## config.mk

```make
export PLATFORM = sky130hd
export DESIGN_NAME = ber_header_decoder
export DESIGN_NICKNAME = d
export VERILOG_FILES = /design/src/design/bhd_pkg.sv /design/src/design/bhd_parser.sv /design/src/design/bhd_fifo.sv /design/src/design/ber_header_decoder.sv
export SDC_FILE = /design/constraint.sdc
export NUM_CORES = 1
export LEC_CHECK = 0
export ABC_AREA = 1
export BUFFER_PORTS_ARGS = -buffer_cell sky130_fd_sc_hd__clkbuf_2
export CORE_MARGIN = 8
export CORE_UTILIZATION = 43
export DETAILED_ROUTE_END_ITERATION = 12
export GPL_TIMING_DRIVEN = 0
export SYNTH_ARGS = -nofsm -noshare
export SYNTH_HDL_FRONTEND = slang
export SYNTH_HIERARCHICAL = 1
export SYNTH_SLANG_ARGS = --single-unit
```

## constraint.sdc

```tcl
create_clock -name i_clk -period 5.49 [get_ports i_clk]
set_input_delay 1.098 -clock i_clk [delete_from_list [all_inputs] [get_ports i_clk]]
set_output_delay 1.098 -clock i_clk [all_outputs]
set_load 0.01 [all_outputs]
```

## src/design/bhd_pkg.sv

```systemverilog
// Package for the BER header decoder: parse phases, status codes,
// register index and the result record. No dependencies.
`default_nettype none

package bhd_pkg;

    typedef enum logic [1:0] {
        PH_ID   = 2'd0,
        PH_TAG  = 2'd1,
        PH_LEN  = 2'd2,
        PH_LENX = 2'd3
    } t_phase;

    typedef enum logic [1:0] {
        ST_OK      = 2'd0,
        ST_TRUNC   = 2'd1,
        ST_TAGLONG = 2'd2,
        ST_LENLONG = 2'd3
    } t_status;

    // register index of max_length_octets
    localparam logic REG_MAX_LEN_OCTETS = 1'b0;
    localparam logic [2:0] MAX_LEN_OCTETS_RST = 3'd4;
    // hard limit on long-form length octets
    localparam logic [6:0] LEN_OCTETS_LIMIT = 7'd4;
    // result queue depth and pointer width
    localparam int QDEPTH = 4;
    localparam int QPTR_W = 2;

    typedef struct packed {
        logic [1:0]  tag_class;
        logic        constructed;
        logic [27:0] tag_number;
        logic [31:0] content_length;
        logic        indefinite;
        logic        end_of_contents;
        logic [3:0]  header_octets;
        t_status     status;
    } t_result;

endpackage

`default_nettype wire

```

## src/design/bhd_parser.sv

```systemverilog
// Front end: octet-at-a-time BER header parser. Emits one t_result per
// finished or aborted header. Depends on bhd_pkg.
`default_nettype none

module bhd_parser
    import bhd_pkg::*;
#(
    parameter int TAG_OCTETS_MAX = 4
) (
    input  wire logic       i_clk,
    input  wire logic       i_rst_n,
    input  wire logic       i_valid,
    input  wire logic [7:0] i_byte,
    input  wire logic       i_last,
    input  wire logic [2:0] i_max_len,
    output logic            o_emit,
    output t_result         o_result
);

    localparam int TCW = $clog2(TAG_OCTETS_MAX + 1);

    t_phase         r_phase, n_phase;
    logic [1:0]     r_class, n_class;
    logic           r_cons, n_cons;
    logic [27:0]    r_tag, n_tag;
    logic [TCW-1:0] r_tcnt, n_tcnt;
    logic [31:0]    r_len, n_len;
    logic [2:0]     r_left, n_left;
    logic [3:0]     r_seen, n_seen;
    logic           r_idz, n_idz;

    t_phase         w_phase;
    logic [1:0]     w_class;
    logic           w_cons;
    logic [27:0]    w_tag;
    logic [TCW-1:0] w_tcnt;
    logic [31:0]    w_len;
    logic [2:0]     w_left;
    logic           w_idz;
    logic [3:0]     seen_inc;
    logic           emit;
    t_status        st;
    logic [31:0]    rlen;
    logic           rind, reoc;

    always_comb begin
        w_phase  = r_phase;
        w_class  = r_class;
        w_cons   = r_cons;
        w_tag    = r_tag;
        w_tcnt   = r_tcnt;
        w_len    = r_len;
        w_left   = r_left;
        w_idz    = r_idz;
        emit     = 1'b0;
        st       = ST_OK;
        rlen     = 32'd0;
        rind     = 1'b0;
        reoc     = 1'b0;
        seen_inc = (r_seen == 4'hF) ? r_seen : r_seen + 4'd1;

        unique case (r_phase)
            PH_ID: begin
                w_class = i_byte[7:6];
                w_cons  = i_byte[5];
                w_idz   = (i_byte == 8'h00);
                if (i_byte[4:0] == 5'd31) begin
                    w_tag   = 28'd0;
                    w_tcnt  = '0;
                    w_phase = PH_TAG;
                end else begin
                    w_tag   = {23'd0, i_byte[4:0]};
                    w_phase = PH_LEN;
                end
            end
            PH_TAG: begin
                if (r_tcnt >= TCW'(TAG_OCTETS_MAX) || r_tag[27:21] != 7'd0) begin
                    emit = 1'b1;
                    st   = ST_TAGLONG;
                end else begin
                    w_tcnt = r_tcnt + TCW'(1);
                    w_tag  = {r_tag[20:0], i_byte[6:0]};
                    if (!i_byte[7]) begin
                        w_phase = PH_LEN;
                    end
                end
            end
            PH_LEN: begin
                if (i_byte == 8'h80) begin
                    emit = 1'b1;
                    rind = 1'b1;
                end else if (!i_byte[7]) begin
                    emit = 1'b1;
                    rlen = {24'd0, i_byte};
                    reoc = r_idz && (i_byte == 8'h00);
                end else if (i_byte[6:0] > {4'd0, i_max_len}
                             || i_byte[6:0] > LEN_OCTETS_LIMIT) begin
                    emit = 1'b1;
                    st   = ST_LENLONG;
                end else begin
                    w_len   = 32'd0;
                    w_left  = i_byte[2:0];
                    w_phase = PH_LENX;
                end
            end
            PH_LENX: begin
                w_len  = {r_len[23:0], i_byte};
                w_left = (r_left != 3'd0) ? r_left - 3'd1 : 3'd0;
                if (w_left == 3'd0) begin
                    emit = 1'b1;
                    rlen = w_len;
                end
            end
            default: begin
                w_phase = PH_ID;
            end
        endcase

        // region ended mid-header
        if (!emit && i_last) begin
            emit = 1'b1;
            st   = ST_TRUNC;
        end

        o_emit                   = i_valid && emit;
        o_result.tag_class       = w_class;
        o_result.constructed     = w_cons;
        o_result.tag_number      = w_tag;
        o_result.content_length  = rlen;
        o_result.indefinite      = rind;
        o_result.end_of_contents = reoc;
        o_result.header_octets   = seen_inc;
        o_result.status          = st;

        n_phase = r_phase;
        n_class = r_class;
        n_cons  = r_cons;
        n_tag   = r_tag;
        n_tcnt  = r_tcnt;
        n_len   = r_len;
        n_left  = r_left;
        n_seen  = r_seen;
        n_idz   = r_idz;
        if (i_valid) begin
            if (emit) begin
                n_phase = PH_ID;
                n_class = 2'd0;
                n_cons  = 1'b0;
                n_tag   = 28'd0;
                n_tcnt  = '0;
                n_len   = 32'd0;
                n_left  = 3'd0;
                n_seen  = 4'd0;
                n_idz   = 1'b0;
            end else begin
                n_phase = w_phase;
                n_class = w_class;
                n_cons  = w_cons;
                n_tag   = w_tag;
                n_tcnt  = w_tcnt;
                n_len   = w_len;
                n_left  = w_left;
                n_seen  = seen_inc;
                n_idz   = w_idz;
            end
        end
    end

    always_ff @(posedge i_clk) begin
        if (!i_rst_n) begin
            r_phase <= PH_ID;
            r_class <= 2'd0;
            r_cons  <= 1'b0;
            r_tag   <= 28'd0;
            r_tcnt  <= '0;
            r_len   <= 32'd0;
            r_left  <= 3'd0;
            r_seen  <= 4'd0;
            r_idz   <= 1'b0;
        end else begin
            r_phase <= n_phase;
            r_class <= n_class;
            r_cons  <= n_cons;
            r_tag   <= n_tag;
            r_tcnt  <= n_tcnt;
            r_len   <= n_len;
            r_left  <= n_left;
            r_seen  <= n_seen;
            r_idz   <= n_idz;
        end
    end

endmodule

`default_nettype wire

```

## src/design/bhd_fifo.sv

```systemverilog
// Back end: small result queue between parser and output ports.
// Depends on bhd_pkg.
`default_nettype none

module bhd_fifo
    import bhd_pkg::*;
(
    input  wire logic i_clk,
    input  wire logic i_rst_n,
    input  wire logic i_wr,
    input  t_result   i_wdata,
    input  wire logic i_rd,
    output t_result   o_rdata,
    output logic      o_empty,
    output logic      o_full
);

    t_result            r_mem [QDEPTH];
    logic [QPTR_W-1:0]  r_wptr, r_rptr;
    logic [QPTR_W:0]    r_count;
    logic               do_wr, do_rd;

    assign o_empty = (r_count == '0);
    assign o_full  = (r_count == (QPTR_W + 1)'(QDEPTH));
    assign do_wr   = i_wr && !o_full;
    assign do_rd   = i_rd && !o_empty;
    assign o_rdata = r_mem[r_rptr];

    always_ff @(posedge i_clk) begin
        if (do_wr) begin
            r_mem[r_wptr] <= i_wdata;
        end
    end

    always_ff @(posedge i_clk) begin
        if (!i_rst_n) begin
            r_wptr  <= '0;
            r_rptr  <= '0;
            r_count <= '0;
        end else begin
            if (do_wr) begin
                r_wptr <= r_wptr + QPTR_W'(1);
            end
            if (do_rd) begin
                r_rptr <= r_rptr + QPTR_W'(1);
            end
            if (do_wr && !do_rd) begin
                r_count <= r_count + (QPTR_W + 1)'(1);
            end else if (do_rd && !do_wr) begin
                r_count <= r_count - (QPTR_W + 1)'(1);
            end
        end
    end

endmodule

`default_nettype wire

```

## src/design/ber_header_decoder.sv

```systemverilog
// BER header decoder top level: one header octet per cycle in while full is low; a
// result is on the ports the cycle after the octet that finishes or aborts a header if the
// result queue was empty, else once the results ahead of it are popped. Throughput: one
// octet per cycle while full is low; full rises only once the four-entry result queue is full and unread.
// Reset (synchronous, active low): queue empty, parser expects an identifier,
// max_length_octets = 4. Depends on bhd_pkg, bhd_parser, bhd_fifo.
`default_nettype none

module ber_header_decoder
    import bhd_pkg::*;
#(
    parameter int TAG_OCTETS_MAX = 4
) (
    input  wire logic        i_clk,
    input  wire logic        i_rst_n,
    // octet input queue side
    input  wire logic        push,
    output logic             full,
    input  wire logic [7:0]  i_in_byte,
    input  wire logic        i_end_of_region,
    // result queue side
    output logic             empty,
    input  wire logic        pop,
    output logic [1:0]       o_tag_class,
    output logic             o_constructed,
    output logic [27:0]      o_tag_number,
    output logic [31:0]      o_content_length,
    output logic             o_indefinite,
    output logic             o_end_of_contents,
    output logic [3:0]       o_header_octets,
    output logic [1:0]       o_status,
    // configuration port
    input  wire logic        psel,
    input  wire logic        penable,
    input  wire logic        pwrite,
    input  wire logic [2:0]  paddr,
    input  wire logic [31:0] pwdata,
    output logic [31:0]      prdata,
    output logic             pready
);

    logic [2:0] r_max_len;
    logic       in_req;
    logic       emit;
    t_result    parsed;
    t_result    head;

    // --- configuration register --------------------------------------
    // one register, 3 bits in a 32-bit word, at byte address 0; paddr[2] selects the index
    assign pready = 1'b1;

    always_ff @(posedge i_clk) begin
        if (!i_rst_n) begin
            r_max_len <= MAX_LEN_OCTETS_RST;
        end else if (psel && penable && pwrite && paddr[2] == REG_MAX_LEN_OCTETS) begin
            r_max_len <= pwdata[2:0];
        end
    end

    assign prdata = (paddr[2] == REG_MAX_LEN_OCTETS) ? {29'd0, r_max_len} : 32'd0;

    // --- front: octet parser -----------------------------------------
    // a request is taken whenever the queue has room for its possible result
    assign in_req = push && !full;

    bhd_parser #(
        .TAG_OCTETS_MAX (TAG_OCTETS_MAX)
    ) u_parser (
        .i_clk     (i_clk),
        .i_rst_n   (i_rst_n),
        .i_valid   (in_req),
        .i_byte    (i_in_byte),
        .i_last    (i_end_of_region),
        .i_max_len (r_max_len),
        .o_emit    (emit),
        .o_result  (parsed)
    );

    // --- back: result queue drives the output ports -------------------
    bhd_fifo u_queue (
        .i_clk   (i_clk),
        .i_rst_n (i_rst_n),
        .i_wr    (emit),
        .i_wdata (parsed),
        .i_rd    (pop),
        .o_rdata (head),
        .o_empty (empty),
        .o_full  (full)
    );

    assign o_tag_class       = head.tag_class;
    assign o_constructed     = head.constructed;
    assign o_tag_number      = head.tag_number;
    assign o_content_length  = head.content_length;
    assign o_indefinite      = head.indefinite;
    assign o_end_of_contents = head.end_of_contents;
    assign o_header_octets   = head.header_octets;
    assign o_status          = head.status;

endmodule

`default_nettype wire

```

=== Word-level counts from Yosys, hierarchy flattened ===
Memories as Yosys holds them, arrays and structs flattened. A register that Yosys moved wholly into a read port is not among the register bits.
Cells that the tools add are included.

* Add/subtract/negate cells: 7
* Magnitude comparators: 3
* Equality and inequality tests: 13
* Muxes and demuxes: 64
* Bitwise operators: 1
* Reduce and logical (&&, ||, !) cells: 33

{| class="wikitable"
|+ Operator list
! operator !! count
|-
| 24-bit two-way mux || 4
|-
| 32-bit two-way mux || 2
|-
| 32-bit one-hot mux with 2 select lines || 1
|-
| 28-bit two-way mux || 2
|-
| 28-bit one-hot mux with 2 select lines || 1
|-
| 24-bit one-hot mux with 2 select lines || 1
|-
| 3-bit two-way mux || 11
|-
| 2-bit two-way mux || 16
|-
| 1-bit two-way mux || 17
|-
| 3-bit by 2-bit != test with 1-bit output, second input constant || 5
|-
| 3-bit one-hot mux with 2 select lines || 2
|-
| 1-bit logical AND || 11
|-
| 3-bit nonzero test || 3
|-
| 8-bit equality test, second input constant || 1
|-
| 8-bit logical NOT || 1
|-
| 4-bit two-way mux || 2
|-
| 7-bit by 3-bit > comparator with 1-bit output || 1
|-
| 7-bit by 3-bit > comparator with 1-bit output, second input constant || 1
|-
| 7-bit two-way mux || 1
|-
| 7-bit AND reduction || 1
|-
| 7-bit nonzero test || 1
|-
| 3-bit by 1-bit adder with 3-bit output, second input constant || 2
|-
| 3-bit logical NOT || 2
|-
| 2-bit one-hot mux with 3 select lines || 1
|-
| 22 further kinds || 31
|}

* Flip-flop bits (word level): 78
* Bits in writable memories: 284
* Input port bits: 51
* Output and inout port bits: 106
* Logic and storage cells: 135
* Memories kept: 1

{| class="wikitable"
|+ Memories
! name !! words !! bits a word !! read ports !! clocked after Yosys merged registers in !! wr ports !! line !! RTL
|-
| u_queue.r_mem || 4 || 71 || 1 || 1 || 1 || bhd_fifo.sv:18 || <nowiki>t_result r_mem [QDEPTH];</nowiki>
|}

=== Longest topological paths before layout ===
* Depth in word-level cells: 15
* Gate-level depth with buffers: 24
* Mapped depth without buffers: 24

=== Modules after synthesis ===
Netlist, hierarchy kept.

{| class="wikitable"
|+ Modules (own cells, without submodules)
! module !! times used !! cells an instance !! area an instance (sq um) !! seq. area each (sq um)
|-
| bhd_fifo || 1 || 757 || 11018.1 || 8708.4
|-
| bhd_parser || 1 || 619 || 4002.6 || 1361.3
|-
| ber_header_decoder || 1 || 63 || 420.4 || 60.1
|}

=== Worst setup path before layout ===
OpenSTA, ideal clock, no wires.

* Path kind: input -> register
* Start point: input i_in_byte[0]
* End point: memory u_queue/r_mem[0][0] (netlist bit) (enable)
* Setup time: 0.501 ns
* Data arrival time: 5.331 ns
* Data required time: 4.989 ns
* Path slack: -0.342 ns
* Stages on the path: 15
* Path buffers: 0
* Cell sequence: inv_1 > ha_1 > inv_1 > nand2_1 > nor2_1 > nor2_1 > nand3_1 > nand2_1 > nand3_2 > nand2_2 > nand2_4 > nand2_8 > inv_1 > nand2_1 > nor2_1

* Cells in the longest elaborated chain, start to end: 13
* Elaborated cells between the ends (all ways): 15
* Classes of those cells: order compare (2); eq/ne (1); mux (7); reduce/logical (5)

{| class="wikitable"
|+ RTL lines
! item !! line !! RTL
|-
| from (decl) || ber_header_decoder.sv:19 || <nowiki>input wire logic [7:0] i_in_byte,</nowiki>
|-
| 7-bit by 3-bit > comparator with 1-bit output (on tied branches) || bhd_parser.sv:96, bhd_parser.sv:97 ||
|-
| 1-bit logical OR || bhd_parser.sv:97 || <nowiki>|| i_byte[6:0] > LEN_OCTETS_LIMIT) begin</nowiki>
|-
| 1-bit two-way mux || bhd_parser.sv:96 || <nowiki>end else if (i_byte[6:0] > {4'd0, i_max_len}</nowiki>
|-
| 1-bit two-way mux || bhd_parser.sv:92 || <nowiki>end else if (!i_byte[7]) begin</nowiki>
|-
| 1-bit two-way mux * || bhd_parser.sv:89 || <nowiki>if (i_byte == 8'h80) begin</nowiki>
|-
| 1-bit one-hot mux with 3 select lines * || bhd_parser.sv:62 || <nowiki>unique case (r_phase)</nowiki>
|-
| 1-bit logical NOT || bhd_parser.sv:120 || <nowiki>if (!emit && i_last) begin</nowiki>
|-
| 1-bit logical AND || bhd_parser.sv:120 ||
|-
| 1-bit two-way mux * || bhd_parser.sv:120 ||
|-
| 1-bit logical AND * || bhd_parser.sv:125 || <nowiki>o_emit = i_valid && emit;</nowiki>
|-
| named net emit || ber_header_decoder.sv:44 || <nowiki>logic emit;</nowiki>
|-
| 1-bit logical AND * || bhd_fifo.sv:25 || <nowiki>assign do_wr = i_wr && !o_full;</nowiki>
|-
| 1-bit two-way mux * || bhd_fifo.sv:30 || <nowiki>if (do_wr) begin</nowiki>
|-
| 1-bit two-way mux (not written as such) * || bhd_fifo.sv:31 || <nowiki>r_mem[r_wptr] <= i_wdata;</nowiki>
|-
| to (decl) || bhd_fifo.sv:18 ||
|}

Mark *: on every way through the listed nets, which the timed path passes. The rest lies on a longest branch.

=== Worst setup path in the final report ===
* Start point: input i_in_byte[0]
* End point: memory u_queue/r_mem[0][67] (netlist bit) (enable)

Same word-level chain as after synthesis.

==> results.json <==
{
  "relSlewSlack": 0.391,
  "worstReg2RegStart": "u_parser/r_phase[1]$_SDFFE_PN0P_",
  "finalHoldViolCount": 0,
  "multiInputGateArea_um2": 4320,
  "combPwrFrac": 0.299,
  "pre_cts_ws_ps": 1020,
  "synth_edf_count": 284,
  "fmax_mhz": 255,
  "layout-drive-gt1-share": 0.171,
  "final_design_area_no_fill_um2": 18000,
  "clockRootBuffer": "clkbuf_16",
  "final.min_clock_period_ps": 3930,
  "crit_fanout": 26,
  "ys_seq_elements": 364,
  "num-fill-cells": 3170,
  "synth_area_leader_cell": "edfxtp_1",
  "clock_skew_ps": 20.8,
  "critPathBufInv": 5,
  "clk_pin_slew_worst_paths_ps": 60,
  "grt_max_degree": 28,
  "clkLatencyLatePin_ps": 530,
  "setup_viol": 0,
  "core_area_um2": 35500,
  "antenna_left": 0,
  "regArea_um2": 10100,
  "critPathCaptureType": "flop",
  "fp.dieH_um": 205,
  "cts_made_buffers": 38,
  "dp_hpwl_um": 26700,
  "dr.first_iter.drc_count": 748,
  "critPathMaxStageDelay_ps": 770,
  "cp_slowest_cell": "nor2_4",
  "period_share": 0.715,
  "dpl-instance-area_um2": 16800,
  "ios": 157,
  "drc": 0,
  "synth_top_cell_area_share": 0.552,
  "die_w_um": 205,
  "grt_overflow": 0,
  "finalWirelength_um": 39100,
  "total_power_mw": 8.19,
  "synthFlopType": "edfxtp_1",
  "clock_sinks": 364,
  "maxCapViolations": 0,
  "cts_setup_buffers": 0,
  "vias": 10837,
  "pwr-share-clk": 0.287,
  "rsz0062_at_grt": "false",
  "crit_path_start_kind": "input port",
  "grt_use_total": 0.181,
  "htreeDepth": 2,
  "clock_path_buffers": 3,
  "status": "finished, final reports clean",
  "grt_pass1_wl_um": 59300,
  "dieArea_um2": 42200,
  "ys_seq_area_frac": 0.656,
  "place.gp.congestion": 0.836,
  "hold_class": "reg2reg",
  "synthTopCellsByArea": "edfxtp_1 55%, dfxtp_1 10%, nor2_1 6.3%, o21ai_0 5.0%, nand2_1 4.5%",
  "cpLargestDelayFamily": "simple AND/OR/NAND/NOR gates",
  "switching_share": 0.339,
  "peakVddDrop_uv": 204,
  "grt_pass1_vias": 10360,
  "syn-cell-area_um2": 15400,
  "hold_buffers": 0,
  "p_leak_nw": 6.64,
  "critPathArrivalTime_ps": 4130,
  "drtPass1Iterations": 5,
  "worstMarginPinSlew_ps": 912,
  "power_per_cell_area_nw_per_um2": 455,
  "cts_tree": "yes",
  "startpoint": "i_in_byte[0]",
  "portBuffers": 95,
  "rows": 69,
  "final_nets": 1679,
  "r2r_cells": 13,
  "power_switching_mw": 2.77,
  "whs_path_depth": 2,
  "worstHoldStart": "u_parser/r_tag[18]$_SDFFE_PN0P_",
  "cp.required_ps": 5690,
  "setup_tns_ps": 0,
  "syn-mean-instance-area_um2": 10.7,
  "crit_chain": "clkbuf_2 -> inv_1 -> ha_1 -> inv_1 -> nand2_1 -> nor2_1 -> nor2_1 -> nand3_1 -> nand2_1 -> nand3_2 -> nand2_2 -> nand2_4 -> nand2_8 -> inv_1 -> nand2_1 -> nor2_4 -> buf_12",
  "syn-instance-count": 1439,
  "wl_per_cell_um": 18.5,
  "ys.warnings.count": 6,
  "viasPerCell": 5.15,
  "path_depth": 17,
  "yosys.cell_types.count": 39,
  "sequentialPowerShare": 0.414,
  "ctsResizeCount": 0,
  "p_int_mw": 5.41,
  "area_growth_pct": 16.6,
  "setup_slack_ps": 1560,
  "final_max_slew_viol_count": 0,
  "initial_core_util": 0.435,
  "antenna_found_initial": 3,
  "async_flop_share": 0,
  "crit_type": "in2reg"
}
==> metrics by stage <==
step	utilization	hold slack (ps)	instances
after detailed placement	0.475	457	2033
after global routing	0.507	485	2104
final	0.507	465	2106
after global placement	0.468	452	2023
after floorplan	-	445	1467
after CTS	0.507	466	2103
==> flip-flops by register name (all words and copies together) (netlist names), named ones only <==
name              cells
u_parser/r_tag       28
u_parser/r_len       24
u_parser/r_seen       4
u_parser/r_phase      2
u_parser/r_left       3
u_queue/r_wptr        2
u_queue/r_rptr        2
u_parser/r_tcnt       3
r_max_len             3
u_queue/r_mem       284
u_parser/r_cons       1
u_parser/r_idz        1
u_parser/r_class      2
u_queue/r_count       3
==> final timing paths <==
path,endpoint,slack [ps]
worst max-delay path,u_queue/r_mem[0][67]$_DFFE_PP_,1560
worst min-delay path,u_parser/r_tag[18]$_SDFFE_PN0P_,470
worst max register to register,u_queue/r_mem[0][67]$_DFFE_PP_,2010
worst min register to register,u_parser/r_tag[18]$_SDFFE_PN0P_,470
==> worst reg2reg max path, stage by stage (launching register included) <==
cell	delay, ps
dfxtp_1	320
inv_1	100
ha_1	340
inv_1	170
nor2_2	250
nor2_4	40
nand3_2	70
nand2_2	80
nand2_4	170
nand2_8	120
inv_1	140
nand2_1	260
nor2_4	780
buf_12	300
==> cells by family (layout without fill, tap and decap cells) <==
group,count (synthesis),after routing,share of synthesized area
xor gates and xnor gates,3,3,0.00170
DFF,364,364,0.656
adders and majority gates,16,16,0.0135
AOI/OAI and AO/OA,324,324,0.113
other,2,33,0.000486
buffers and inverters,211,386,0.0733
and+or+nand+nor,519,519,0.142
==> synthesized netlist by cell type, types with 9 or more instances <==
cell type  instances
dfxtp_1           80
nor3_1             9
nand2_2           10
edfxtp_1         284
nand4_1           15
o21ai_0          155
o21ai_1           17
buf_6             18
o22ai_1           89
a21oi_1           59
nand2_1          186
inv_1             92
buf_4             37
clkbuf_1          27
ha_1              15
buf_2             19
nand3_1           21
nor2_1           259
==> placed cells by master, fill, tap and decap left out, drive strengths merged <==
master and count:
xnor2 1, ha 15, nor3 9, nand2 201, nand3 24, conb 30
o21a 1, dfxtp 80, clkinvlp 2, nand3b 1, clkbuf 177, buf 86
edfxtp 284, fa 1, o21ai 174, xor2 2, a21oi 59, diode 3
a22oi 1, nor2 268, clkinv 25, or2 1, o22ai 89, inv 96
nand4 15
==> power by group through the flow <==
stage          Clock, mW  Combinational (mW)  Sequential, mW
4_1_cts             2.39                2.48            3.39
5_1_grt             2.49                2.70            3.42
3_3_place_gp           0                2.39            3.48
3_5_place_dp           0                2.47            3.45
2_1_floorplan          0                1.53            3.44
6_report            2.35                2.45            3.39
==> cell type report <==
type	instances	area share
Sequential cell	364	0.563
Timing Repair Buffer	105	0.0384
Multi-Input combinational cell	892	0.240
Antenna cell	3	0.000417
Tap cell	461	0.0320
Clock buffer	48	0.0566
Clock inverter	22	0.00730
Buffer	110	0.0415
Inverter	101	0.0213
==> metal layers <==
| layer | GRT usage | wire, µm |
|---|---|---|
| met5 | 0 | 0 |
| met4 | 0.0429 | 598 |
| met3 | 0.0329 | 2590 |
| met2 | 0.292 | 18200 |
| met1 | 0.252 | 17700 |
Power figures use the tool's default switching activity.
